==> config.mk <==
export PLATFORM = sky130hd
export DESIGN_NAME = osrb_queue
export DESIGN_NICKNAME = d
export VERILOG_FILES = /design/src/hdl/osrb_pkg.sv /design/src/hdl/osrb_queue.sv
export SDC_FILE = /design/constraint.sdc
export NUM_CORES = 1
export LEC_CHECK = 0
export BUFFER_PORTS_ARGS = -buffer_cell sky130_fd_sc_hd__buf_2
export CORE_MARGIN = 3
export CORE_UTILIZATION = 52
export DETAILED_ROUTE_END_ITERATION = 8
export GPL_TIMING_DRIVEN = 1
export MAX_ROUTING_LAYER = met4
export PLACE_DENSITY = 0.9
export SETUP_SLACK_MARGIN = 0.3
export SYNTH_ARGS = -nofsm -noshare
export SYNTH_HDL_FRONTEND = slang
export SYNTH_SLANG_ARGS = --single-unit
export TNS_END_PERCENT = 100
==> constraint.sdc <==
create_clock -name clock -period 2.7 [get_ports clock]
set_input_delay 0.54 -clock clock [delete_from_list [all_inputs] [get_ports clock]]
set_output_delay 0.54 -clock clock [all_outputs]
set_load 0.005 [all_outputs]
==> src/hdl/osrb_pkg.sv <==
package osrb_pkg;

   // fixed field widths
   localparam int KEY_BITS = 7;
   localparam int MAX_KEY  = (2 ** KEY_BITS) - 1;

   // defaults for top level parameters
   localparam int DEPTH_DEFAULT      = 64;
   localparam int VALUE_BITS_DEFAULT = 56;

   // entries in the queue between front and back, a power of two
   localparam int QUEUE_DEPTH = 2;

   // stream length after reset
   localparam logic [KEY_BITS-1:0] STREAM_LENGTH_RESET = KEY_BITS'(64);

   // classification handed from front to back with each word
   typedef struct packed {
      logic [KEY_BITS-1:0] key;
      logic                out_of_range;
   } osrb_tag_type;

   // back end status seen by the top level
   typedef struct packed {
      logic                draining;
      logic [KEY_BITS:0]   next_expected;
   } osrb_stat_type;

endpackage

==> src/hdl/osrb_queue.sv <==
module osrb_queue import osrb_pkg::*; #(
   parameter int WIDTH = 8
) (
   input  logic             clock,
   input  logic             reset,
   input  logic             push_valid,
   output logic             push_ready,
   input  logic [WIDTH-1:0] push_data,
   output logic             pop_valid,
   input  logic             pop,
   output logic [WIDTH-1:0] pop_data
);

   localparam int PTR_BITS = (QUEUE_DEPTH > 1) ? $clog2(QUEUE_DEPTH) : 1;

   logic [WIDTH-1:0]  entry_ff [QUEUE_DEPTH];
   logic [PTR_BITS-1:0] wr_ptr_ff, wr_ptr_in;
   logic [PTR_BITS-1:0] rd_ptr_ff, rd_ptr_in;
   logic [PTR_BITS:0]   count_ff, count_in;
   logic do_push;
   logic do_pop;

   assign push_ready = (count_ff != (PTR_BITS+1)'(QUEUE_DEPTH));
   assign pop_valid  = (count_ff != '0);
   assign pop_data   = entry_ff[rd_ptr_ff];

   assign do_push = push_valid && push_ready;
   assign do_pop  = pop && pop_valid;

   // pointer and fill count
   always_comb begin
      wr_ptr_in = do_push ? wr_ptr_ff + 1'b1 : wr_ptr_ff;
      rd_ptr_in = do_pop  ? rd_ptr_ff + 1'b1 : rd_ptr_ff;
      count_in  = count_ff;
      if (do_push && !do_pop) begin
         count_in = count_ff + 1'b1;
      end else if (do_pop && !do_push) begin
         count_in = count_ff - 1'b1;
      end
   end

   always_ff @(posedge clock) begin
      if (reset) begin
         wr_ptr_ff <= '0;
         rd_ptr_ff <= '0;
         count_ff  <= '0;
      end else begin
         wr_ptr_ff <= wr_ptr_in;
         rd_ptr_ff <= rd_ptr_in;
         count_ff  <= count_in;
      end
   end

   // storage
   always_ff @(posedge clock) begin
      if (do_push) begin
         entry_ff[wr_ptr_ff] <= push_data;
      end
   end

endmodule

Word-level counts from Yosys, hierarchy flattened. Memories as Yosys holds them, arrays and structs flattened. A register that Yosys moved wholly into a read port is not among the register bits. Index checks and enable logic that the tools add are counted.

Memories kept: 1. Memory bits (writable): 16. Bits in registers: 4. Bits of input ports: 12. Output and inout bits: 10.

Reductions and logical operators: 8. Equal/unequal tests: 1. Multiplexer cells: 6. Add/subtract/negate cells: 4.

Memories: entry_ff (depth 2, width 8, read ports 1, clocked after memory_dff 1, wr ports 1, line osrb_queue.sv:16) `logic [WIDTH-1:0] entry_ff [QUEUE_DEPTH];`.

Operator list (number): logical AND 1 bit (4); two-way mux 1 bit (4); two-way mux 2 bit (2); nonzero test 2 bit (2); adder 1 bit, second input constant (2); adder 2 x 1 -> 2 bit, second input constant (1); logical NOT 1 bit (2); inequality test 2 bit, second input constant (1); subtractor 2 x 1 -> 2 bit, second input constant (1).

Depth between registers and ports, before layout.
Depth in word-level cells: 6. Mapped depth: 6.

Least setup slack after synthesis. OpenSTA, ideal clock, no wires.

Kind: in2reg. Start: input push_valid. End: register count_ff[1]. Setup time: 0.070 ns. Arrival: 1.455 ns. Data required time: 2.630 ns. Path slack: 1.175 ns. Buffers on the path: 0. Stages: 4. Cells stage by stage: and2_1 ha_1 or3_1 a21oi_1.

Longest elaborated chain between the ends: 4. Elaborated cells on any way between the ends: 6. Those cells by class: mux (1); reduce/logical (5).

Ends and longest elaborated chain: from (decl) (line osrb_queue.sv:6) `input logic push_valid,`; logical AND 1 bit * (line osrb_queue.sv:27) `assign do_push = push_valid && push_ready;`; logical NOT 1 bit (line osrb_queue.sv:37) `end else if (do_pop && !do_push) begin`; logical AND 1 bit (line osrb_queue.sv:37); nonzero test 2 bit (no line); to (signal assigned) (line osrb_queue.sv:50) `count_ff <= count_in;`; to (decl) (line osrb_queue.sv:19) `logic [PTR_BITS:0] count_ff, count_in;`.

Every way passes the cells marked *; elsewhere a longest branch is shown, timed or not. A chain may end at the register's enable or synchronous reset.

==> impl.org <==
** Status
- The flow ran to the end, and the final reports show no timing, DRC or antenna violations.

** Worst setup path
- Worst R2R Path Depth :: 5
- The worst setup path is of the reg2out kind.
- In this run the worst path has a maximum fanout of 8.
- In this run the critical register-to-register path is launched from count_ff[0].
- Critical Path End Type :: primary output
- Critical Path AT :: roughly 1.4 ns
- The worst setup path is launched from a register.
- Required @ worst endpoint :: 2.16 ns

** Timing
- Adding up every negative setup slack in the final design gives 0 ns.
- The final number of hold-violating endpoints is 0.
- Final cycle utilization of the critical path :: 0.702
- Across the routed clock network, the largest skew measured is between 0.004 and 0.005 ns.
- Counting I/O delays and the setup requirement, the final critical path takes about 1.9 ns.
- The final count of pins violating max slew is 0.
- For this run, the top clock speed supported by timing is around 530 MHz.
- Measured against its own limit, the worst slew margin works out to 0.735.
- Count of final setup violators :: 0
- Setup repair after global routing left no endpoint under its margin.
- For the pin with the worst max-slew slack, the measured transition is around 0.4 ns.

** Drt
- Final routed wirelength across all metal layers :: 1300 µm
- Number of antenna-violating nets in the routed design :: 0
- Average via count per standard cell :: 5.42
- Routed wirelength normalized by instance count :: between 10 and 15 µm
- After the first detailed-routing iteration, the DRC count stood at 22.
- Number of detailed-route iterations in the first pass :: 4
- Number of design rule violations left after detail routing :: 0
- The detailed router placed about 480 vias in this run.

** Flow run
- Across the run, the number of max-cap violations was 0.

** Clocking
- CTS H-Tree Depth :: 1
- Buffers inserted during post-CTS setup optimization :: 0
- Max Buffers Root-to-Sink :: 2
- Clock transition at the registers of the reported paths :: between 0.1 and 0.15 ns
- Clock tree root driver cell :: sky130_fd_sc_hd__clkbuf_4
- The number of hold buffers added after CTS was 0.
- TritonCTS built the clock tree.
- Total clock sinks :: 21
- Post-CTS repair changed the size of 0 cells.
- Buffers inserted during clock tree synthesis total 3.
- Later-pin clock latency in the skew report :: roughly 0.30 ns

** Finish
- Antenna diodes :: 0
- Seq. cell area :: 581 µm²
- Layout overhead on the synthesized area :: 18.0%
- Layout cells sized above 1 :: 0.479
- After routing the design area is roughly 950 µm².
- Most frequent cells in the layout :: 21 x sky130_fd_sc_hd__buf_2, 16 x sky130_fd_sc_hd__edfxtp_1, 8 x sky130_fd_sc_hd__mux2_2, 5 x sky130_fd_sc_hd__dfxtp_1
- Multi-input logic area :: roughly 220 µm²
- Counting the fill cells in the layout gives 95.
- In the final design database the tool counted 87 nets.
- Most frequent standard cell in the layout excluding fill and tap cells :: sky130_fd_sc_hd__buf_2

** Synth
- Sequential fraction of the synthesis area :: 0.720
- The Yosys step of the flow raised 0 warnings.
- Distinct cells, synth :: 17
- Number of flops mapped to enable cells by yosys :: 16
- Synthesis produced a netlist whose cell count is 49.
- The synthesized netlist occupies a cell area of between 800 and 900 µm².
- Net count of the mapped netlist :: 62
- Number of register bits inferred by synthesis :: 21
- Main flop type after synthesis :: sky130_fd_sc_hd__edfxtp_1
- Syn_area_per_cell :: approximately 16 µm²
- After synthesis, the share of flip-flops with an asynchronous set or reset is 0.

** Global routing
- Overall Global Routing Usage :: 0.148
- Largest net degree at the start of global routing :: 12
- The via count of the first global-routing pass came to 462.
- Antenna violations before repair :: 0
- Global routing finished with a remaining overflow of 0.
- Global-route wire length before repair :: 1950 µm

** Pwr
- The worst-case IR drop observed on VDD is between 0.5 and 0.6 mV.
- Combinational power share :: 0.284
- For this design the total switching power over the nets is ~0.24 mW.
- The internal portion of the total power is about 0.6 mW.
- In this run the static leakage power is roughly 0.38 nW.
- Dividing total power by cell area gives a power density of 887 nW/µm².
- Of the total power, the clock network draws 0.174.
- Of the total power, the share spent switching nets is 0.287.
- Of the total power, registers draw 0.542.

** Die
- Area of the core :: around 1400 µm²
- Pin placement for this block handled 22 I/O pins.
- Row count :: 13
- Die H :: roughly 45 µm
- Starting density of the core :: 0.583
- Horiz. Die Dim :: roughly 45 µm
- Die area :: about 2100 µm²

** Placement
- Gpl congestion :: around 0.64
- Port buffering added 21 buffers.
- The wire-length estimate of the detail-placed layout is just under 1000 µm.
- Summing all placed instances gives a cell area of around 920 µm².

** Worst hold path
- In this run the worst hold path is classified as in2reg.
- In this run the most critical hold path is launched from push_data[6].
- Along the worst hold path, the cell count comes to 1.
[registers in the layout (all words and copies together) (netlist names), named ones only]
| register | cells |
|---|---|
| wr_ptr_ff | 1 |
| count_ff | 2 |
| entry_ff | 16 |
| rd_ptr_ff | 1 |
[worst paths after layout]
check | end | slack [ns]
worst max register to register | count_ff[1] | 1.05
worst min-delay path | entry_ff[1][6] | 0.42
worst min register to register | rd_ptr_ff | 0.54
worst max-delay path | pop_data[3] | 0.81
[logic make-up after synthesis]
logic type      Yosys count  synth area share
compound gates            5            0.0373
xor+xnor                  3            0.0326
fa+ha+maj                 1            0.0155
buf+inv                   2            0.0109
flops                    21             0.721
mux                       8             0.112
simple gates              9            0.0714
[Yosys cell counts (2+ instances only)]
cell type                   n  area share
sky130_fd_sc_hd__o21ai_0    2       0.012
sky130_fd_sc_hd__edfxtp_1  16        0.60
sky130_fd_sc_hd__a21oi_1    2       0.012
sky130_fd_sc_hd__dfxtp_1    5        0.12
sky130_fd_sc_hd__xor2_1     3       0.033
sky130_fd_sc_hd__mux2_2     8        0.11
sky130_fd_sc_hd__nor2_1     3       0.014
[area by class of cell]
cell class                      count  area share
Clock buffer                        4      0.0276
Sequential cell                    21       0.611
Tap cell                           15      0.0197
Multi-Input combinational cell     26       0.228
Inverter                            1     0.00395
Timing Repair Buffer               21       0.111
[worst max-delay path: stages, from the launching register on]
cell,delay [ns]
sky130_fd_sc_hd__dfxtp_1,0.54
sky130_fd_sc_hd__mux2_2,0.39
sky130_fd_sc_hd__buf_2,0.13
[layer usage]
metal	vias to the layer above	wire length (µm)	part of all wire	GRT usage
li1	228	-	-	-
met1	226	558	0.43	0.160
met2	21	632	0.49	0.237
met3	2	94	0.072	0.0438
met4	0	17	0.013	0.0877
met5	-	0	0	-
[power groups by stage]
| stage | logic (mW) | registers (mW) | clock network [mW] |
|---|---|---|---|
| finish | 0.240 | 0.457 | 0.147 |
| global route | 0.262 | 0.465 | 0.161 |
| CTS | 0.244 | 0.457 | 0.150 |
| detailed placement | 0.243 | 0.465 | 0 |
| global placement | 0.229 | 0.458 | 0 |
| floorplan | 0.174 | 0.439 | 0 |
[metrics by stage]
step	std cells	total power, mW	utilization	hold WS, ns	setup WS [ns]
after detailed placement	84	0.708	0.669	0.516	0.955
after global placement	84	0.687	0.669	0.486	1.04
after CTS	88	0.852	0.688	0.411	0.791
final	88	0.843	0.688	0.418	0.806
after global routing	88	0.888	0.688	0.405	0.725
after floorplan	49	0.613	-	0.472	1.18
(Power assumes the default switching activity.)
