===== src/hdl/osrb_pkg.sv =====
package osrb_pkg;

   // fixed field widths
   localparam int KEY_BITS = 7;
   localparam int MAX_KEY  = (2 ** KEY_BITS) - 1;

   // defaults for top level parameters
   localparam int DEPTH_DEFAULT      = 64;
   localparam int VALUE_BITS_DEFAULT = 56;

   // entries in the queue between front and back, a power of two
   localparam int QUEUE_DEPTH = 2;

   // stream length after reset
   localparam logic [KEY_BITS-1:0] STREAM_LENGTH_RESET = KEY_BITS'(64);

   // classification handed from front to back with each word
   typedef struct packed {
      logic [KEY_BITS-1:0] key;
      logic                out_of_range;
   } osrb_tag_type;

   // back end status seen by the top level
   typedef struct packed {
      logic                draining;
      logic [KEY_BITS:0]   next_expected;
   } osrb_stat_type;

endpackage


===== src/hdl/osrb_if.sv =====


// result channel
interface osrb_rsp_if import osrb_pkg::*; #(
   parameter int VALUE_BITS = VALUE_BITS_DEFAULT
);
   logic                  valid;
   logic                  ready;
   logic                  has_value;
   logic [KEY_BITS-1:0]   out_key;
   logic [VALUE_BITS-1:0] out_value;
   logic                  rejected;
   logic                  last_of_run;

   modport source (output valid, output has_value, output out_key, output out_value,
                   output rejected, output last_of_run, input ready);
   modport sink   (input valid, input has_value, input out_key, input out_value,
                   input rejected, input last_of_run, output ready);
endinterface



===== src/hdl/osrb_back.sv =====
module osrb_back import osrb_pkg::*; #(
   parameter int DEPTH      = DEPTH_DEFAULT,
   parameter int VALUE_BITS = VALUE_BITS_DEFAULT
) (
   input  logic                  clock,
   input  logic                  reset,
   input  logic [KEY_BITS-1:0]   active_length,
   input  logic                  q_valid,
   input  osrb_tag_type          q_tag,
   input  logic [VALUE_BITS-1:0] q_value,
   output logic                  q_pop,
   output osrb_stat_type         stat,
   osrb_rsp_if.source            rsp_chan
);

   // keys never exceed MAX_KEY, so slots past that are never used
   localparam int SLOTS    = (DEPTH < MAX_KEY) ? DEPTH : MAX_KEY;
   localparam int IDX_BITS = $clog2(SLOTS);

   typedef enum logic [1:0] {
      ST_IDLE,
      ST_READ,
      ST_EMIT
   } state_type;

   state_type             state_ff, state_in;
   logic [KEY_BITS:0]     next_ff, next_in;
   logic [SLOTS-1:0]      full_ff, full_in;
   logic [KEY_BITS-1:0]   rd_key_ff, rd_key_in;

   // output register
   logic                  rsp_valid_ff, rsp_valid_in;
   logic                  has_ff, has_in;
   logic [KEY_BITS-1:0]   key_ff, key_in;
   logic [VALUE_BITS-1:0] value_ff, value_in;
   logic                  rej_ff, rej_in;
   logic                  last_ff, last_in;

   // slot memory
   logic [VALUE_BITS-1:0] mem [SLOTS];
   logic [VALUE_BITS-1:0] rd_data_ff;
   logic                  mem_we;
   logic                  mem_re;
   logic [IDX_BITS-1:0]   hit_idx;
   logic [IDX_BITS-1:0]   rd_idx;

   logic [KEY_BITS:0]     key_ext;
   logic [KEY_BITS:0]     len_ext;
   logic [KEY_BITS:0]     next_dec;
   logic                  out_free;
   logic                  load;
   logic                  reject;
   logic                  cont_hit;
   logic                  cont_next;

   assign key_ext  = {1'b0, q_tag.key};
   assign len_ext  = {1'b0, active_length};
   assign next_dec = next_ff - 1'b1;
   assign hit_idx  = IDX_BITS'(q_tag.key - 1'b1);
   assign rd_idx   = next_dec[IDX_BITS-1:0];
   assign out_free = !rsp_valid_ff || rsp_chan.ready;

   // out of range, duplicate or already passed keys drop with a rejected marker
   assign reject = q_tag.out_of_range || (key_ext < next_ff) || full_ff[hit_idx];

   // does the run go on after the hit key, and at the current pointer
   assign cont_hit  = ((key_ext + 1'b1) <= len_ext) && full_ff[IDX_BITS'(q_tag.key)];
   assign cont_next = (next_ff <= len_ext) && full_ff[rd_idx];

   // sequencer
   always_comb begin
      state_in  = state_ff;
      next_in   = next_ff;
      full_in   = full_ff;
      rd_key_in = rd_key_ff;
      load      = 1'b0;
      has_in    = has_ff;
      key_in    = key_ff;
      value_in  = value_ff;
      rej_in    = rej_ff;
      last_in   = last_ff;
      q_pop     = 1'b0;
      mem_we    = 1'b0;
      mem_re    = 1'b0;
      case (state_ff)
         ST_IDLE: begin
            if (q_valid && out_free) begin
               q_pop = 1'b1;
               load  = 1'b1;
               if (reject) begin
                  has_in   = 1'b0;
                  key_in   = '0;
                  value_in = '0;
                  rej_in   = 1'b1;
                  last_in  = 1'b1;
               end else if (key_ext != next_ff) begin
                  // early word: park it in its slot
                  mem_we           = 1'b1;
                  full_in[hit_idx] = 1'b1;
                  has_in           = 1'b0;
                  key_in           = '0;
                  value_in         = '0;
                  rej_in           = 1'b0;
                  last_in          = 1'b1;
               end else begin
                  // expected word goes straight out
                  has_in   = 1'b1;
                  key_in   = q_tag.key;
                  value_in = q_value;
                  rej_in   = 1'b0;
                  last_in  = !cont_hit;
                  next_in  = key_ext + 1'b1;
                  if (cont_hit) begin
                     state_in = ST_READ;
                  end
               end
            end
         end
         ST_READ: begin
            mem_re          = 1'b1;
            full_in[rd_idx] = 1'b0;
            rd_key_in       = next_ff[KEY_BITS-1:0];
            next_in         = next_ff + 1'b1;
            state_in        = ST_EMIT;
         end
         ST_EMIT: begin
            if (out_free) begin
               load     = 1'b1;
               has_in   = 1'b1;
               key_in   = rd_key_ff;
               value_in = rd_data_ff;
               rej_in   = 1'b0;
               last_in  = !cont_next;
               state_in = cont_next ? ST_READ : ST_IDLE;
            end
         end
         default: begin
            state_in = ST_IDLE;
         end
      endcase
      rsp_valid_in = load ? 1'b1 : (rsp_chan.ready ? 1'b0 : rsp_valid_ff);
   end

   always_ff @(posedge clock) begin
      if (reset) begin
         state_ff     <= ST_IDLE;
         next_ff      <= (KEY_BITS+1)'(1);
         full_ff      <= '0;
         rsp_valid_ff <= 1'b0;
      end else begin
         state_ff     <= state_in;
         next_ff      <= next_in;
         full_ff      <= full_in;
         rsp_valid_ff <= rsp_valid_in;
         rd_key_ff    <= rd_key_in;
         if (load) begin
            has_ff   <= has_in;
            key_ff   <= key_in;
            value_ff <= value_in;
            rej_ff   <= rej_in;
            last_ff  <= last_in;
         end
      end
   end

   // one write port, one registered read port
   always_ff @(posedge clock) begin
      if (mem_we) begin
         mem[hit_idx] <= q_value;
      end
      if (mem_re) begin
         rd_data_ff <= mem[rd_idx];
      end
   end

   assign rsp_chan.valid       = rsp_valid_ff;
   assign rsp_chan.has_value   = has_ff;
   assign rsp_chan.out_key     = key_ff;
   assign rsp_chan.out_value   = value_ff;
   assign rsp_chan.rejected    = rej_ff;
   assign rsp_chan.last_of_run = last_ff;

   assign stat.draining      = (state_ff != ST_IDLE);
   assign stat.next_expected = next_ff;

endmodule

===== src/flat_wrapper.sv =====
// flat-port wrapper written by rule: the top's interface ports become plain ports
module osrb_back_flat import osrb_pkg::*;
#(
   parameter int DEPTH      = DEPTH_DEFAULT,
   parameter int VALUE_BITS = VALUE_BITS_DEFAULT
)
  (clock, reset, active_length, q_valid, q_tag, q_value, q_pop, stat, rsp_chan_valid, rsp_chan_has_value, rsp_chan_out_key, rsp_chan_out_value, rsp_chan_rejected, rsp_chan_last_of_run, rsp_chan_ready);
  osrb_rsp_if #(.VALUE_BITS(VALUE_BITS)) rsp_chan_i ();
  input  logic clock;
  input  logic reset;
  input  logic [KEY_BITS-1:0] active_length;
  input  logic q_valid;
  input  osrb_tag_type q_tag;
  input  logic [VALUE_BITS-1:0] q_value;
  output logic q_pop;
  output osrb_stat_type stat;
  output wire logic [$bits(rsp_chan_i.valid)-1:0] rsp_chan_valid;
  output wire logic [$bits(rsp_chan_i.has_value)-1:0] rsp_chan_has_value;
  output wire logic [$bits(rsp_chan_i.out_key)-1:0] rsp_chan_out_key;
  output wire logic [$bits(rsp_chan_i.out_value)-1:0] rsp_chan_out_value;
  output wire logic [$bits(rsp_chan_i.rejected)-1:0] rsp_chan_rejected;
  output wire logic [$bits(rsp_chan_i.last_of_run)-1:0] rsp_chan_last_of_run;
  input wire logic [$bits(rsp_chan_i.ready)-1:0] rsp_chan_ready;
  assign rsp_chan_valid = rsp_chan_i.valid;
  assign rsp_chan_has_value = rsp_chan_i.has_value;
  assign rsp_chan_out_key = rsp_chan_i.out_key;
  assign rsp_chan_out_value = rsp_chan_i.out_value;
  assign rsp_chan_rejected = rsp_chan_i.rejected;
  assign rsp_chan_last_of_run = rsp_chan_i.last_of_run;
  assign rsp_chan_i.ready = rsp_chan_ready;
  osrb_back #(.DEPTH(DEPTH), .VALUE_BITS(VALUE_BITS)) u_core (.clock(clock), .reset(reset), .active_length(active_length), .q_valid(q_valid), .q_tag(q_tag), .q_value(q_value), .q_pop(q_pop), .stat(stat), .rsp_chan(rsp_chan_i));
endmodule

===== config.mk =====
export PLATFORM = sky130hd
export DESIGN_NAME = osrb_back_flat
export DESIGN_NICKNAME = d
export VERILOG_FILES = /design/src/hdl/osrb_pkg.sv /design/src/hdl/osrb_if.sv /design/src/hdl/osrb_back.sv /design/src/flat_wrapper.sv
export SDC_FILE = /design/constraint.sdc
export NUM_CORES = 2
export LEC_CHECK = 0
export BUFFER_PORTS_ARGS = -buffer_cell sky130_fd_sc_hd__buf_2
export CORE_MARGIN = 2
export CORE_UTILIZATION = 31
export CTS_BUF_LIST = sky130_fd_sc_hd__clkbuf_2
export DETAILED_ROUTE_END_ITERATION = 10
export GPL_ROUTABILITY_DRIVEN = 0
export HOLD_SLACK_MARGIN = 0.1
export MAX_ROUTING_LAYER = met4
export PLACE_DENSITY = 0.51
export SLEW_MARGIN = 20
export SYNTH_ARGS = -nofsm -noshare
export SYNTH_HDL_FRONTEND = slang
export SYNTH_SLANG_ARGS = --single-unit

===== constraint.sdc =====
create_clock -name clock -period 10.2 [get_ports clock]
set_clock_uncertainty 0.2 [all_clocks]
set_input_delay 2.04 -clock clock [delete_from_list [all_inputs] [get_ports clock]]
set_output_delay 2.04 -clock clock [all_outputs]
set_load 0.005 [all_outputs]

-- After elaboration in Yosys (flattened, before gate mapping)
Memories as Yosys holds them, arrays and structs flattened. A register that Yosys moved wholly into a read port is not among the register bits.
Index checks and enable logic that the tools add are counted.
- flip-flop bits (word level): 148
- latch bits: 0
- memory bits (writable): 3584
- memory bits (read-only): 0
- bits of input ports: 75
- output and inout bits: 77
- logic and storage cells: 119
- memories kept: 1
- memory list (memory ; words ; width ; read ports ; clocked after memory_dff ; write ports ; RTL line ; RTL):
    u_core.mem ; 64 ; 56 ; 1 ; 1 ; 1 ; osrb_back.sv:40 ; logic [VALUE_BITS-1:0] mem [SLOTS];
- $add $sub $neg: 4
- multiply operators: 0
- divide/modulo/power cells: 0
- $lt $le $gt $ge: 8
- equal/unequal tests: 9
- shift operators: 0
- multiplexer cells: 62
- bitwise logic cells: 4
- reduce and logical (&&, ||, !) cells: 21
- operators by type and width (operator ; count):
    56-bit two-way mux ; 4
    64-bit two-way mux ; 3
    64-bit case mux with 2 select lines ; 1
    56-bit case mux with 2 select lines ; 1
    64-bit AND ; 1
    64-bit inverter ; 1
    64-bit OR ; 1
    1-bit two-way mux ; 29
    7-bit two-way mux ; 4
    8-bit two-way mux ; 3
    6-bit by 7-bit < comparator with 1-bit output (second input constant) ; 3
    1-bit binary-select mux with 6-bit select ; 3
    8-bit by 7-bit less-or-equal comparator with 1-bit output ; 2
    8-bit case mux with 2 select lines ; 1
    7-bit case mux with 2 select lines ; 1
    1-bit demux with 6-bit select ; 2
    6-bit by 1-bit >= comparator with 1-bit output (second input constant) ; 2
    6-bit by 1-bit subtractor with 6-bit output (second input constant) ; 2
    2-bit two-way mux ; 5
    5-bit AND reduction ; 2
    7-bit by 1-bit adder with 8-bit output (second input constant) ; 1
    8-bit by 1-bit adder with 8-bit output (second input constant) ; 1
    7-bit by 8-bit < comparator with 1-bit output ; 1
    2-bit by 1-bit inequality test with 1-bit output (second input constant) ; 4
    other kinds (14) ; 30

-- Depth between registers and ports, before layout
- depth after elaboration: 10
- depth in mapped cells: 21

-- Worst setup path after synthesis
No wires, ideal clock.
- path kind: input port to flip-flop
- start point: input q_tag[2] in the netlist's numbering
- end point: memory u_core.mem[44][0] in the netlist's numbering, enable pin
- library setup time: 0.613 ns
- arrival: 10.185 ns
- slack: -0.798 ns
- cell stages on the path: 13
- cells stage by stage: buf_1 > clkbuf_1 > inv_1 > ha_1 > buf_4 > xor2_2 > buf_2 > o211ai_1 > a221oi_2 > a31oi_1 > a211oi_4 > nand2_2 > nor4_1
- longest elaborated chain between the ends: 9
- elaborated cells on any way between the ends: 13
- those cells by class: add/sub (1); order compare (1); eq/ne (1); mux (8); reduce/logical (2)
- RTL lines (what ; RTL line ; RTL):
    start: declaration ; flat_wrapper.sv:13 ; input osrb_tag_type q_tag;
    6-bit by 1-bit subtractor with 6-bit output ; osrb_back.sv:59 ; assign hit_idx = IDX_BITS'(q_tag.key - 1'b1);
    1-bit binary-select mux with 6-bit select ; osrb_back.sv:64 ; assign reject = q_tag.out_of_range || (key_ext < next_ff) || full_ff[hit_idx];
    1-bit two-way mux (implied by the code) ; osrb_back.sv:64 ;
    1-bit logical OR ; osrb_back.sv:64 ;
    1-bit two-way mux ; osrb_back.sv:90 ; if (reject) begin
    1-bit two-way mux ; osrb_back.sv:87 ; if (q_valid && out_free) begin
    1-bit two-way mux ; osrb_back.sv:85 ; case (state_ff)
    1-bit two-way mux ; osrb_back.sv:168 ; if (mem_we) begin
    1-bit two-way mux (implied by the code) ; osrb_back.sv:169 ; mem[hit_idx] <= q_value;
    end: declaration ; osrb_back.sv:40 ;
Several ways; a longest one is shown, not always the timed one. The select of a mux whose other input is x is not followed.

-- Worst setup path after layout
- start point: input q_tag[2] in the netlist's numbering
- end point: memory u_core.mem[49][29] in the netlist's numbering, enable pin
The elaborated chain is that of the path after synthesis.

==> impl_metrics.py <==
metrics = {
    "synth": {
        "synth_cell_types": 81,
        "syn-instance-count": 9339,
        "synth_warnings": 0,
        "synthArstFlopShare": 0,
        "synth_top_area_share": 0.746,
        "synth_ff_type": "edfxtp_1",
        "netlist_area_mm2": 0.149,
        "synth_area_per_cell_um2": 16.0,
        "synth_top_cells_by_area": "edfxtp_1 75%, mux2i_1 3.6%, mux4_2 3.0%",
        "seq_area_frac_synth": 0.756,
        "synthTopCellsByCount": "3713 x edfxtp_1, 920 x nand2_1, 617 x a21oi_1",
        "synth_seq_cells": 3788,
        "synth_top_area_cell": "edfxtp_1",
        "synth-edff-count": 3713,
        "yosysMostFrequentCell": "edfxtp_1",
        "synth.net_count": 9439,
    },
    "clock_tree": {
        "clock_path_buffers": 4,
        "postCtsResizedCells": 0,
        "cts_made_buffers": 913,
        "cts.sinks": 3788,
        "cts-hold-fix-buffers": 77,
        "cts.htree.levels": 6,
        "clock_latency_ns": 2.38,
        "cts_root_buffer": "clkbuf_2",
        "cts_setup_buffers": 0,
        "cts.clk_slew.worst_paths_ns": 0.12,
        "cts_tree": "done",
    },
    "timing": {
        "setup_viol": 0,
        "hold_violations": 0,
        "final.min_clock_period_ns": 6.83,
        "worst_slew_pin_slew_ns": 1.29,
        "setup_tns_ns": 0,
        "period_share": 0.669,
        "slew_viol_final": 0,
        "relSlewSlack": 0.132,
        "rsz0062_at_grt": "no",
        "fmax_ghz": 0.147,
    },
    "final_layout": {
        "n_fill_cell": 46520,
        "nets": 10225,
        "fin_area_mm2": 0.169,
        "area_growth_pct": 12.9,
        "drive_gt1_frac": 0.222,
    },
    "critical_path": {
        "crit_type": "in2reg",
        "slowest_delay_ns": 1.00,
        "critPathBufInv": 4,
        "crit_start": "q_tag[2]",
        "endpoint_kind": "flop",
        "cp_max_fo": 26,
        "critPathTopFamily": "simple AND/OR/NAND/NOR gates",
        "r2r_cells": 10,
        "path_cells": "dlygate4sd3_1 -> buf_2 -> inv_1 -> ha_1 -> xor2_2 -> mux4_2 -> nand2_1 -> a31oi_1 -> a211oi_4 -> nand2_2 -> or3_1 -> nor2_4 -> buf_4",
        "worstPathArrival_ns": 8.53,
        "rr_startpoint": "u_core.next_ff[0]$_SDFFE_PP1P_",
        "critPathSlowestCell": "nor2_4",
        "startpoint_type": "input port",
        "cp_data_required_time_ns": 11.90,
        "cp.depth": 13,
    },
    "die": {
        "die_h_um": 698,
        "core_mm2": 0.481,
        "fp-row-count": 255,
        "initial_core_util": 0.311,
        "design.portCount": 152,
        "die-area_mm2": 0.488,
        "die_x_um": 698,
    },
    "drt": {
        "via_count": 96786,
        "wl_met3_um": 60300,
        "wl_met1_um": 226000,
        "wl_per_cell_um": 31.9,
        "postRouteAntennaNets": 0,
        "detailedRoute.firstPassIterationCount": 8,
        "drc": 0,
        "wl_met2_um": 250000,
        "vias_per_cell": 5.59,
        "dr.max_layer_used": "met4",
        "dr.first_iter.drc_count": 14865,
        "finalWirelength_um": 552000,
    },
    "global_routing": {
        "grt_pass1_wl_um": 754000,
        "grt_overflow": 0,
        "track_usage": 0.224,
        "antenna_found_initial": 79,
        "grt_max_degree": 133,
        "grt_pass1_vias": 92738,
    },
    "power_and_ir_drop": {
        "p_leak_uw": 0.0551,
        "p_per_area_mw_per_mm2": 165,
        "ir_drop_mv": 0.102,
    },
    "placed_design": {
        "port_buffers": 151,
        "place_area_mm2": 0.160,
        "dpl.hpwl_um": 320000,
    },
    "run": {
        "drv_cap": 0,
    },
    "hold_path": {
        "hold_depth": 2,
        "hp-start": "u_core.rd_data_ff[37]$_DFFE_PP_",
        "hold_class": "reg2reg",
    },
    "run_status": {
        "status": "finished clean",
    },
}
[power by group]
group	switching (uW)	internal (uW)	total, uW
logic	559	136	695
clock network	6250	3790	10000
registers	13.5	17100	17100
[worst register-to-register path, cell delays in order (launching register included)]
cell	delay, ns
dfxtp_4	0.66
inv_8	0.30
ha_4	0.68
buf_4	0.65
inv_8	0.43
mux4_2	0.60
and2_1	0.16
a221oi_1	0.99
o22ai_1	0.52
nor4_1	0.63
nand2_1	0.29
[through the flow]
step	cells	util	power, uW	worst slack (ns)	hold slack [ns]
final	17305	0.351	27800	3.37	0.268
after global routing	17289	0.351	28800	3.40	0.293
after CTS	17251	0.350	28100	3.80	0.107
after detailed placement	15558	0.332	18100	1.83	0.303
after global placement	15541	0.331	18100	1.94	0.303
after floorplan	9339	-	17600	1.58	0.269
[layout by cell type, fill, tap and decap left out, types with 14 or more instances in the layout]
cell type / count
nor2_1: 181
mux4_2: 200
and2_1: 60
a31o_2: 54
buf_12: 52
a222oi_1: 76
a221o_1: 27
nor4_1: 14
o21ai_0: 413
buf_4: 308
nor2_4: 77
clkbuf_2: 1319
nand4_1: 15
nand3_1: 382
a22oi_1: 71
dlygate4sd3_1: 77
or3_1: 14
mux2_2: 130
mux2i_1: 543
diode_2: 54
clkinv_2: 30
nor3_1: 112
a21oi_1: 617
nand2_1: 911
and3_1: 68
a311oi_1: 36
clkinv_1: 213
edfxtp_1: 3713
a311o_1: 44
or4_1: 20
ha_1: 24
o22ai_1: 113
buf_2: 112
a31oi_1: 118
a221oi_1: 267
dfxtp_1: 74
inv_1: 17
o21a_1: 74
o221ai_1: 24
[path summary, 6_finish.rpt]
kind,endpoint,slack (ns)
worst max-delay path,u_core.mem[49][29]$_DFFE_PP_,3.37
worst min-delay path,u_core.rsp_chan.out_value[37]$_DFFE_PP_,0.27
worst max register to register,u_core.rd_data_ff[12]$_DFFE_PP_,3.69
worst min register to register,u_core.rsp_chan.out_value[37]$_DFFE_PP_,0.27
[cells by family (layout without fill, tap and decap cells)]
family          count (synthesis)  in the layout  synth area share
other cells                     0             54                 0
flops                        3788           3788             0.756
mux                           873            873            0.0763
buf+inv                       706           2193            0.0195
simple gates                 1907           1907            0.0562
xor+xnor                       15             15          0.000979
compound gates               2025           2025            0.0890
fa+ha+maj                      25             25           0.00209
[registers in the layout, summed over array words and instances (netlist names)]
register / cells
u_core.mem: 3584
u_core.rsp_chan.out_key: 7
u_core.rsp_chan.valid: 1
u_core.state_ff: 2
u_core.full_ff: 64
u_core.next_ff: 8
u_core.rsp_chan.out_value: 56
u_core.rsp_chan.rejected: 1
u_core.rsp_chan.last_of_run: 1
u_core.rd_data_ff: 56
u_core.rsp_chan.has_value: 1
u_core.rd_key_ff: 7
[routing by layer]
metal  track usage  vias to the layer above
met4        0.0650                        0
met2         0.336                     6137
li1              -                    39343
met3        0.0501                      890
met1         0.305                    50416
met5             -                        -
[cell type report]
type / instances / area, um^2 / share of cell area
clock buffer: 1319 / 6600 / 0.0391
inverter: 22 / 103 / 0.000608
antenna: 54 / 135 / 0.000801
tap: 6425 / 8040 / 0.0476
timing repair buffer: 555 / 4780 / 0.0284
clock inverter: 297 / 1660 / 0.00986
sequential: 3788 / 113000 / 0.670
multi-input combinational: 4845 / 34400 / 0.204
(Power assumes the default switching activity.)
