$ cat src/hdl/osrb_pkg.sv
package osrb_pkg;

   // fixed field widths
   localparam int KEY_BITS = 7;
   localparam int MAX_KEY  = (2 ** KEY_BITS) - 1;

   // defaults for top level parameters
   localparam int DEPTH_DEFAULT      = 64;
   localparam int VALUE_BITS_DEFAULT = 56;

   // entries in the queue between front and back, a power of two
   localparam int QUEUE_DEPTH = 2;

   // stream length after reset
   localparam logic [KEY_BITS-1:0] STREAM_LENGTH_RESET = KEY_BITS'(64);

   // classification handed from front to back with each word
   typedef struct packed {
      logic [KEY_BITS-1:0] key;
      logic                out_of_range;
   } osrb_tag_type;

   // back end status seen by the top level
   typedef struct packed {
      logic                draining;
      logic [KEY_BITS:0]   next_expected;
   } osrb_stat_type;

endpackage

$ cat src/hdl/osrb_if.sv
// input channel: keyed item
interface osrb_req_if import osrb_pkg::*; #(
   parameter int VALUE_BITS = VALUE_BITS_DEFAULT
);
   logic                  valid;
   logic                  ready;
   logic [KEY_BITS-1:0]   item_key;
   logic [VALUE_BITS-1:0] item_value;

   modport source (output valid, output item_key, output item_value, input ready);
   modport sink   (input valid, input item_key, input item_value, output ready);
endinterface


$ cat src/hdl/osrb_front.sv
module osrb_front import osrb_pkg::*; #(
   parameter int VALUE_BITS = VALUE_BITS_DEFAULT
) (
   osrb_req_if.sink              req_chan,
   input  logic [KEY_BITS-1:0]   active_length,
   output logic                  push_valid,
   input  logic                  push_ready,
   output osrb_tag_type          push_tag,
   output logic [VALUE_BITS-1:0] push_value
);

   // range check needs no state, so it is done here on the way in
   assign push_tag.key          = req_chan.item_key;
   assign push_tag.out_of_range = (req_chan.item_key == '0) ||
                                  (req_chan.item_key > active_length);

   assign push_value     = req_chan.item_value;
   assign push_valid     = req_chan.valid;
   assign req_chan.ready = push_ready;

endmodule

$ cat src/flat_wrapper.sv
// flat-port wrapper written by rule: the top's interface ports become plain ports
module osrb_front_flat import osrb_pkg::*;
#(
   parameter int VALUE_BITS = VALUE_BITS_DEFAULT
)
  (active_length, push_valid, push_ready, push_tag, push_value, req_chan_valid, req_chan_item_key, req_chan_item_value, req_chan_ready);
  osrb_req_if #(.VALUE_BITS(VALUE_BITS)) req_chan_i ();
  input  logic [KEY_BITS-1:0] active_length;
  output logic push_valid;
  input  logic push_ready;
  output osrb_tag_type push_tag;
  output logic [VALUE_BITS-1:0] push_value;
  input wire logic [$bits(req_chan_i.valid)-1:0] req_chan_valid;
  input wire logic [$bits(req_chan_i.item_key)-1:0] req_chan_item_key;
  input wire logic [$bits(req_chan_i.item_value)-1:0] req_chan_item_value;
  output wire logic [$bits(req_chan_i.ready)-1:0] req_chan_ready;
  assign req_chan_i.valid = req_chan_valid;
  assign req_chan_i.item_key = req_chan_item_key;
  assign req_chan_i.item_value = req_chan_item_value;
  assign req_chan_ready = req_chan_i.ready;
  osrb_front #(.VALUE_BITS(VALUE_BITS)) u_core (.req_chan(req_chan_i), .active_length(active_length), .push_valid(push_valid), .push_ready(push_ready), .push_tag(push_tag), .push_value(push_value));
endmodule
$ cat config.mk
export PLATFORM = sky130hd
export DESIGN_NAME = osrb_front_flat
export DESIGN_NICKNAME = d
export VERILOG_FILES = /design/src/hdl/osrb_pkg.sv /design/src/hdl/osrb_if.sv /design/src/hdl/osrb_front.sv /design/src/flat_wrapper.sv
export SDC_FILE = /design/constraint.sdc
export NUM_CORES = 1
export LEC_CHECK = 0
export CAP_MARGIN = 15
export CORE_AREA = 2 2 54 56
export DETAILED_ROUTE_END_ITERATION = 10
export DIE_AREA = 0 0 56 58
export DONT_BUFFER_PORTS = 1
export GPL_TIMING_DRIVEN = 0
export PLACE_DENSITY = 0.42
export SYNTH_ARGS = -nofsm -noshare
export SYNTH_HDL_FRONTEND = slang
export SYNTH_SLANG_ARGS = --single-unit
$ cat constraint.sdc
create_clock -name vclk -period 1.12
set_input_delay 0.112 -clock vclk [all_inputs]
set_output_delay 0.112 -clock vclk [all_outputs]
set_load 0.1 [all_outputs]
== After elaboration in Yosys (flattened, before gate mapping) ==
Cells that the tools add are included.
Word-level totals
  flip-flop bits (word level): 0
  output and inout bits: 66
  word-level logic and storage cells: 3
Operators by class
  order comparisons: 1
  reductions and logical operators: 2
Operators by type and width (number)
  $gt A7 B7 Y1: 1
  $logic_not A7 Y1: 1
  $logic_or A1 B1 Y1: 1

== Longest topological paths before layout ==
Gate-level depths: netlist (run 1).
  word-level depth: 2
  depth in mapped cells: 6

== Least setup slack after synthesis (run 1) ==
No wires, ideal clock.
  path type: input port to output port
  start point: input port req_chan_item_key[0]
  end point: output port push_tag[0] in the netlist's numbering
  data required time: 1.008 ns
  path buffers: 0
  cell stages on the path: 2
  data arrival time: 2.352 ns
  slack: -1.344 ns
  cells stage by stage: or4_1 o41ai_2
RTL lines
  start, declared: RTL line flat_wrapper.sv:14  | input wire logic [$bits(req_chan_i.item_key)-1:0] req_chan_item_key;
  end, declared: RTL line flat_wrapper.sv:11  | output osrb_tag_type push_tag;

==> impl_summary.md, run 1 <==
Run status
The flow ran to the end, but the final reports show violations. The final reports fail on setup timing.

Cells and area
The area taken by flip-flops and latches is 0 sq um. The fraction of final layout cells sized beyond drive strength 1 is 89.0%. The area occupied by multi-input gates is ~250 sq um. The post-route non-filler standard cell count is 122. The repair_antennas step left the layout with diodes totalling 0. The leading cell type in the layout, fill and taps excluded is sky130_fd_sc_hd__buf_4. The number of clock buffers in the layout is 0. Leaving out fill and tap cells, the most frequent cells in the layout are sky130_fd_sc_hd__buf_4, sky130_fd_sc_hd__inv_2, sky130_fd_sc_hd__ha_4.

There are 0 flip-flops and latches. Relative to the synthesized area, the layout overhead comes to 20.2%. The final layout net count is 172. The filler cells instantiated in the layout total about 280.

Worst hold path
The capture endpoint of the worst hold path is push_valid. Counting instances, the worst hold path has a depth of 1. The startpoint identified for the worst hold timing path is req_chan_valid.

The tightest min-delay check is of the in2out type.

Place
The global placer's final weighted congestion is approximately 0.73. At the placement stage, the worst setup path has a slack of -331 ps. The number of buffers inserted by port buffering is 0.

Including well taps, the total number of placed cells is ~120. After legalization and detailed placement, the total HPWL measured 1520 um.

Critical path
The combined buffer and inverter count along the critical path is 1. STA puts the critical path data arrival time at 1130 ps. The cell family with the largest share of critical-path delay is simple AND/OR/NAND/NOR gates. The worst setup path is launched from a primary input. Walking the worst path, the cells encountered are or4_4 > o41ai_4 > buf_8. On the critical path, the stage with the largest delay is an instance of sky130_fd_sc_hd__or4_4. The critical path is of the in2out type.

The kind of capture point of the worst setup path is a primary output. Of all nets on the critical path, the largest fanout is 3. For the worst setup path, the data required time is 1010 ps.

The largest single stage delay on the critical path is ~530 ps.

Floorplanning
The I/O pin total is 138. The total die area is 0.00325 sq mm. The core region is 0.00266 sq mm. The starting density of the core is 25.6%.

The floorplan step set the die width to 56 um. In this run the core area contains 19 standard-cell rows. The height of the die is approximately 58 um.

Power and ir drop
The cell leakage power is 0.436 nW. The worst-case IR drop observed on VDD is 0.798 mV. In this run the power density over the cells is approximately 1500 mW/mm^2.

STA
The max-slew violation count is 0. The final critical-path setup slack is -127 ps. Setup violations remaining at the end of the flow were counted as 1. The slew at the pin with the worst max-slew slack is 271 ps.

Of the available clock period, the critical path in the final layout requires 111%. Across all hold checks on the routed design, the worst slack comes to about 440 ps. The hold violation total from the final report is 0.

In this run the tightest slew margin relative to its limit is 81.9%. Timing would allow up to around 800 MHz. For the final routed database, the setup TNS stands at -127 ps.

Subtracting the final worst setup slack from the clock period gives between 1000 and 1500 ps. Setup repair after global routing could not meet its margin everywhere.

Global routing
The number of global-route vias before repair was 417. The first global-routing pass estimated 1820 um of wire. The aggregate global routing overflow is 0. The number of antenna violations at the first check in global routing is 0. Global routing used 6.86% of the available tracks across all layers. The largest net degree at the start of global routing is 4.

Routing
The total wire length after detailed routing is 1560 um. Dividing the detail-routed wire length by the instance count gives between 10 and 15 um. For this run, design rule violations remaining after detail routing come to 0. The vias after detailed routing is roughly 500. The first-pass detailed-route iteration total is 2.

The number of design-rule violations left by the first detailed-router iteration is 3. The average via count per standard cell is roughly 4.2. The post-detailed-route count of antenna-violating nets is 0.

Flow run
The tool flagged a number of max-cap violations equal to 0.

Logic synthesis
The summed instance area of the synthesized netlist is 681 sq um. Yosys printed 0 warnings. After synthesis, the largest family of logic cells by area is buffers and inverters. The post-synthesis net count is 169. The number of distinct standard cells referenced by the synthesized netlist is 13. Of the total synthesized cell area, the portion taken by full adders, half adders and majority gates is approximately an eighth.

The number of cells produced by synthesis is 90. Averaged over all synthesized cells, the footprint is 7.56 sq um. Summing the areas of all compound-gate instances in the mapped netlist gives 7.72% of the synthesized area. Summing the areas of all xor and xnor instances in the mapped netlist gives 0% of the synthesized area. The simple-gate portion of the synthesized area is just under 4%. Multiplexer cells account for 0% of the synthesized area. The post-synthesis sequential area ratio is 0%.

Clocking
The number of buffers inserted to repair setup after CTS is 0. Buffers inserted to repair hold after CTS numbered 0.
-- layer usage --
layer	track usage (%)	share of wire, %	vias up
met5	0	0	-
met4	0	0	0
met3	1.56	16	0
met2	13.9	56	65
met1	7.68	28	218
li1	-	-	225
-- per-stage QoR --
step / area [sq um] / util, % / power [mW]
floorplan: 692 / - / 1.19
global placement: 731 / 27.4 / 1.21
CTS: 773 / 29.0 / 1.24
global route: 818 / 30.7 / 1.28
finish: 818 / 30.7 / 1.25
detailed placement: 746 / 28.0 / 1.23
-- cell usage after synthesis --
| cell type | count | share of area (%) |
|---|---|---|
| sky130_fd_sc_hd__inv_1 | 7 | 3.9 |
| sky130_fd_sc_hd__nand3b_1 | 1 | 1.1 |
| sky130_fd_sc_hd__ha_1 | 7 | 13 |
| sky130_fd_sc_hd__nand4_1 | 1 | 0.92 |
| sky130_fd_sc_hd__o22ai_1 | 1 | 0.92 |
| sky130_fd_sc_hd__o41ai_2 | 1 | 2.4 |
| sky130_fd_sc_hd__a211oi_1 | 1 | 1.1 |
| sky130_fd_sc_hd__o21ai_0 | 1 | 0.73 |
| sky130_fd_sc_hd__or4_1 | 1 | 1.1 |
| sky130_fd_sc_hd__a21oi_1 | 2 | 1.5 |
| sky130_fd_sc_hd__o21bai_1 | 1 | 1.1 |
| sky130_fd_sc_hd__nand3_1 | 1 | 0.73 |
| sky130_fd_sc_hd__buf_4 | 65 | 72 |
-- timing repair --
item	CTS	global route
resized for setup	5	10
cloned	0	0
pin swaps	3	7
setup endpoints to repair	1	1
hold endpoints to repair	0	0
-- how the worst max path moves through the flow --
stage | cells past startpoint | to | slack, ps | from
after global placement | 2 | push_tag[0] | -800 | req_chan_item_key[0]
after detailed placement | 7 | push_tag[0] | -330 | active_length[4]
after global routing | 3 | push_tag[0] | -160 | req_chan_item_key[0]
after CTS | 3 | push_tag[0] | -140 | req_chan_item_key[0]
final | 3 | push_tag[0] | -130 | req_chan_item_key[0]
after floorplan | 2 | push_tag[0] | -740 | req_chan_item_key[0]
-- where the power goes --
group          switching, mW  internal [mW]  total (mW)
clock network              0              0           0
logic                   1.03          0.222        1.25
registers                  0              0           0
-- final cells by class --
class | instances | area share [%]
buffer | 65 | 59.6
multi-input combinational | 18 | 30.6
tap | 31 | 4.74
inverter | 7 | 3.21
timing repair buffer | 1 | 1.83
-- cell families after synthesis --
family                   Yosys count
buffers and inverters             72
adder cells (fa/ha/maj)            7
AO/OA/AOI/OAI                      7
AND/OR/NAND/NOR                    4
Power figures use the tool's default switching activity.
==> run 2, diff against run 1 <==
==> constraint.sdc (replaced) <==
create_clock -name vclk -period 1.4
set_input_delay 0.14 -clock vclk [all_inputs]
set_output_delay 0.14 -clock vclk [all_outputs]
set_load 0.1 [all_outputs]
==> impl_summary.md, run 2 (synthesized netlist as in run 1, its figures left out) <==
Run status
The flow ran to the end, and the final reports show no timing, DRC or antenna violations.

Critical path
Of all nets on the critical path, the largest fanout is 2. The critical path goes through inv_1 > ha_4 > nand4_1 > a21oi_1 > o22ai_2 > o41ai_4 > buf_8. The slowest stage of the critical path belongs to the cell sky130_fd_sc_hd__ha_4. The required time reported for the critical path endpoint is 1260 ps. The cell family contributing the most delay on the critical path is compound AO/OA/AOI/OAI gates. In this design, the stage delay of the slowest critical-path cell is 260 ps. The critical path contains buffers and inverters numbering 2 combined. The kind of start point of the critical path is a primary input. The kind of capture point of the worst setup path is a primary output. The data arrival time of the critical path is 1170 ps.

The setup path with the least slack is of type in2out.

Routing
The remaining routing DRC violations is 0. The number of design-rule violations left by the first detailed-router iteration is 4. Before antenna repair, the detailed router went through 2 iterations. The post-detailed-route wirelength per cell is 12.7 um.

After detailed routing, the number of vias per cell comes to about 4.1. The vias after detailed routing is 502. After detailed routing, the wire length on met1 is around 440 um.

The total wire length after detailed routing is 1550 um. The highest metal layer used by the detailed router is met3. The post-detailed-route count of antenna-violating nets is 0. The routed design uses ~250 um of met3 wire. The routed length on met2 is between 800 and 900 um.

Global routing
The first global-routing pass estimated 1850 um of wire. The number of antenna violations at the first check in global routing is 0. The aggregate global routing overflow is 0. The overall track demand over capacity in global routing is around 7%. The largest net degree at the start of global routing is 4. The number of global-route vias before repair is 423.

Cells and area
The area taken by flip-flops and latches is 0 sq um. The area growth from synthesis to final layout is 13.6%. The repair_antennas step left the layout with diodes totalling 0. The top cell types in the final layout, fill and taps aside, are sky130_fd_sc_hd__buf_4, sky130_fd_sc_hd__inv_1, sky130_fd_sc_hd__ha_1.

Leaving out fill and tap cells, the most frequent cell in the layout is sky130_fd_sc_hd__buf_4. The share of the core filled with cells is just under 30%. The fraction of final layout cells sized beyond drive strength 1 is 78.0%.

The number of clock buffers in the layout is 0. The final layout net count is 172. The design has 0 sequential cells.

STA
The worst max-slew margin expressed relative to the limit is 81.9%. The fraction of the cycle the final worst path needs is 93.6%. Adding up every negative setup slack in the final design gives 0 ps. The maximum clock rate is ~760 MHz.

Setup repair after global routing left no endpoint under its margin. Setup violations remaining at the end of the flow were counted as 0. The slew at the pin with the worst max-slew slack is 271 ps. The hold violation total from the final report is 0. The max-slew violation count is 0. The minimum period implied by the final worst setup slack is 1310 ps.

Power and ir drop
The cell leakage power is 0.441 nW. Across the VDD grid, the largest voltage drop is 0.635 mV. For this design the ratio of total power to cell area is 1280 mW/mm^2.

Floorplanning
The floorplan has 19 rows. The die covers about 0.0032 sq mm. In this run the horizontal extent of the chip is around 56 um. In this run the count of I/O pins placed on the die edge is 138. Once the floorplan was initialized, standard cells occupied 25.6% of the core. The core region is around 0.0027 sq mm.

The die is around 58 um tall.

Place
The wire-length estimate of the detail-placed layout is 1520 um. The number of buffers inserted by port buffering is 0. At the end of routability-driven placement, the weighted congestion stood at 0.727.

Flow run
The reported max-cap violation count is 0.

Clocking
In this run the post-CTS setup repair buffer count came out at 0. After clock tree synthesis, the flow added hold-fix buffers numbering 0.

Worst hold path
The min-delay analysis places its worst path in the category in2out.
-- run 2: power by group --
| group | leakage, nW | switching, mW | total, mW | internal [mW] |
|---|---|---|---|---|
| clock network | 0 | 0 | 0 | 0 |
| logic | 0.441 | 0.820 | 0.987 | 0.167 |
| registers | 0 | 0 | 0 | 0 |
| total | 0.441 | 0.820 | 0.987 | 0.167 |
-- run 2: final cells by class --
class	count	area, sq um
fillers	285	1890
plain buffers	65	488
multi-input cells	18	205
well taps	31	38.8
inverters	7	26.3
repair buffers	1	15.0
-- run 2: timing repair --
| item | in CTS | in global routing |
|---|---|---|
| resized for setup | 2 | 2 |
| pin swaps | 2 | 3 |
| setup endpoints to repair | 1 | 1 |
-- run 2: per-layer routing --
layer  up-vias  GRT usage, %
li1        225             -
met4         0             0
met1       212          7.95
met5         -             0
met2        65          13.9
met3         0          1.56
-- run 2: path summary, 6_finish.rpt --
path        startpoint  slack, ps  depth (start not counted)          end
max   active_length[4]         90                          7  push_tag[0]
min     req_chan_valid        490                          1   push_valid
-- run 2: metrics by stage --
step | total power [mW] | hold slack [ps] | worst slack [ps] | area, sq um | instances
after floorplan | 0.950 | 492 | -515 | 692 | 90
after global placement | 0.970 | 493 | -577 | 731 | 121
after detailed placement | 0.981 | 493 | -107 | 746 | 122
after CTS | 0.987 | 493 | 6.24 | 757 | 122
after global routing | 1.01 | 493 | 10.3 | 773 | 122
final | 0.987 | 492 | 89.2 | 773 | 122
==> run 3, diff against run 2 <==
--- a/config.mk
+++ b/config.mk
@@ -5,13 +5,15 @@
 export SDC_FILE = /design/constraint.sdc
 export NUM_CORES = 1
 export LEC_CHECK = 0
+export ABC_AREA = 1
 export CAP_MARGIN = 15
-export CORE_AREA = 2 2 54 56
+export CORE_AREA = 2 2 53 55
 export DETAILED_ROUTE_END_ITERATION = 10
-export DIE_AREA = 0 0 56 58
+export DIE_AREA = 0 0 55 57
 export DONT_BUFFER_PORTS = 1
 export GPL_TIMING_DRIVEN = 0
-export PLACE_DENSITY = 0.42
+export PLACE_DENSITY = 0.44
+export RECOVER_POWER = 100
 export SYNTH_ARGS = -nofsm -noshare
 export SYNTH_HDL_FRONTEND = slang
 export SYNTH_SLANG_ARGS = --single-unit
==> impl_summary.md, run 3 <==
Critical path
The kind of start point of the critical path is a primary input. The largest fanout of any net on the critical path is 2. The classification of the worst setup path is in2out. At the worst endpoint, the required time is 1260 ps. Data arrives at the worst endpoint at about 1100 ps.

The kind of capture point of the worst setup path is a primary output.

Power and ir drop
The net switching share of the total power is 90.9%. The fraction of power consumed by the clock network is 0%. The cell leakage power is 0.386 nW.

VDD sags by at most between 0.7 and 0.8 mV. Sequential cells burn 0% of the power. The ratio of total power to cell area is 1570 mW/mm^2. In this run the power spent charging and discharging nets is 0.821 mW. The internal power is 0.0823 mW.

In this run, the combinational gates consume 100.0% of the power.

Cells and area
The fraction of final layout cells sized beyond drive strength 1 is between 50% and 60%. The final layout net count is 184. The area occupied by multi-input gates is 185 sq um. The library cells used most frequently in the layout, excluding fill and tap cells, are sky130_fd_sc_hd__clkbuf_2, sky130_fd_sc_hd__inv_1, sky130_fd_sc_hd__nand2_1. From synthesis to final layout, the design area changed by -18.8%. The repair_antennas step left the layout with diodes totalling 0. There are 0 flip-flops and latches. In the final layout, flip-flops and latches occupy 0 sq um. After filler insertion, the fill cell instance count of the layout stands at 336. The number of clock buffers in the layout is 0.

Leaving out fill and tap cells, the most frequent cell in the layout is sky130_fd_sc_hd__clkbuf_2. For this run, the number of standard cells in the final layout without fillers is 134.

Logic synthesis
The synthesized netlist occupies a cell area of 707 sq um. Sequential cells were found to cover 0% of the synthesized design area. Summed over its instances, the top area cell type makes up 69.0% of the synthesized netlist area. A synthesized cell averages 6.86 sq um. Counting every net in the synthesized netlist gives 182. sky130_fd_sc_hd__buf_4 is the most common cell in the netlist. Counting distinct cell types in the post-synthesis netlist gives 11. The commonest cells after synthesis are sky130_fd_sc_hd__buf_4, sky130_fd_sc_hd__inv_1, sky130_fd_sc_hd__nand2_1. By area the synthesized netlist is led by sky130_fd_sc_hd__buf_4, sky130_fd_sc_hd__ha_1, sky130_fd_sc_hd__inv_1. The most area-hungry cell type in the Yosys netlist is sky130_fd_sc_hd__buf_4. The number of cells produced by synthesis is 103.

The total number of yosys warnings is 0.

STA
Setup violations remaining at the end of the flow were counted as 0. The worst max-slew margin expressed relative to the limit is 23.3%. For the pin with the worst max-slew slack, the measured transition is 1150 ps. The maximum clock rate is about 820 MHz. The hold violation total from the final report is 0. The minimum period implied by the final worst setup slack is 1220 ps. The setup TNS after final layout is 0 ps. The max-slew violation count was 0. Setup repair after global routing left no endpoint under its margin. The fraction of the cycle the final worst path needs is 87.1%.

Routing
The detailed router finished its first iteration with 0 violations. For this block, the routed nets add up to 1400 um of wire. The first-pass detailed-route iteration total is 1. The remaining routing DRC violations is 0. The routed layout has 540 vias.

Using the TritonRoute via totals, the vias-per-cell ratio works out to 4.03. Dividing the detail-routed wire length by the instance count gives 10.4 um. Once detail routing completed, the nets flagged for antenna violations numbered 0.

Global routing
The number of global-route vias before repair is a little over 400. The met1 track demand over resource in global routing is 7.05%. The first-pass GRT wire length is 1690 um. The number of antenna violations at the first check in global routing is 0.

Entering global routing, the biggest net connects 4 pins. The aggregate global routing overflow is 0. In this run the most used layer during global routing was met2. The met2 usage is 13.8%. The overall track demand over capacity in global routing is 6.77%. The met3 usage in global routing is under 10%.

Floorplanning
The floorplan has 19 rows. The floorplan step defined a core boundary enclosing 0.00262 sq mm. The die is 57 um tall. The die covers 0.00314 sq mm. The starting density of the core is 27.0%.

138 I/O pins were placed. The die boundary width is 55 um.

Place
The global placer's final weighted congestion is 0.775. The number of cells in the design after placement is 134. The number of buffers inserted by port buffering is 0. Detailed placement ended at an HPWL of 1410 um.

Flow run
The reported max-cap violation count is 0.

Clocking
The number of buffers inserted to repair setup after CTS is 0.

Worst hold path
In this run the worst hold path is classified as in2out.

Run status
The flow ran to the end, and the final reports show no timing, DRC or antenna violations.
-- run 3: cell count changes in the layout (fill, tap and decap cells not counted), moves of 2 or more --
| cell | change |
|---|---|
| sky130_fd_sc_hd__buf_1 | +4 |
| sky130_fd_sc_hd__buf_4 | -65 |
| sky130_fd_sc_hd__clkbuf_1 | +9 |
| sky130_fd_sc_hd__nor2_1 | +2 |
| sky130_fd_sc_hd__nand2_1 | +10 |
| sky130_fd_sc_hd__inv_1 | +4 |
| sky130_fd_sc_hd__clkbuf_2 | +52 |
-- run 3: metal layers --
layer,routed length (um),part of all wire [%],vias up
met5,0,0,-
met4,0,0,0
met3,231,17,0
met2,801,57,61
met1,362,26,232
li1,-,-,247
-- run 3: final timing paths --
path	from	end	slack, ps	cells past startpoint
min	req_chan_item_key[1]	push_tag[0]	610	3
max	active_length[6]	push_tag[0]	180	8
-- run 3: cell type report --
type,instances,share of cell area [%]
Tap cell,31,6.75
Multi-Input combinational cell,27,32.2
Buffer,65,53.8
Inverter,11,7.19
-- run 3: through the flow --
stage                     hold slack [ps]  util, %  worst slack, ps  cell area, sq um  power (mW)
after floorplan                       492        -              114               709       0.953
after global placement                493     28.6             48.1               748       0.971
after detailed placement              493     28.6             42.8               748       0.973
after CTS                             493     28.6             41.4               748       0.973
after global routing                  630     22.0             48.7               574       0.927
final                                 614     22.0              180               574       0.903
-- run 3: critical path, cell delays in order --
cell                      delay, ps
sky130_fd_sc_hd__inv_1           20
sky130_fd_sc_hd__ha_1           280
sky130_fd_sc_hd__nand2_1         80
sky130_fd_sc_hd__nor2_2         130
sky130_fd_sc_hd__nand2_1         60
sky130_fd_sc_hd__nand2_1         50
sky130_fd_sc_hd__nand2_1         80
sky130_fd_sc_hd__nand2_4        250
-- run 3: power groups by stage --
| stage | Clock [mW] | Sequential (mW) | Combinational [mW] |
|---|---|---|---|
| detailed placement | 0 | 0 | 0.973 |
| finish | 0 | 0 | 0.903 |
| global route | 0 | 0 | 0.927 |
| CTS | 0 | 0 | 0.973 |
| floorplan | 0 | 0 | 0.953 |
| global placement | 0 | 0 | 0.971 |
-- run 3: repair_timing --
item                       CTS  global route
resized for setup            0             1
setup endpoints to repair    0             1
hold buffers                 0             0
-- run 3: cell families (layout without fill, tap and decap cells) --
group                    after synthesis  after routing  synth area share [%]
AO/OA/AOI/OAI                          2              2                  1.95
adder cells (fa/ha/maj)                7              7                  12.4
buffers and inverters                 76             76                  74.9
AND/OR/NAND/NOR                       18             18                  10.8
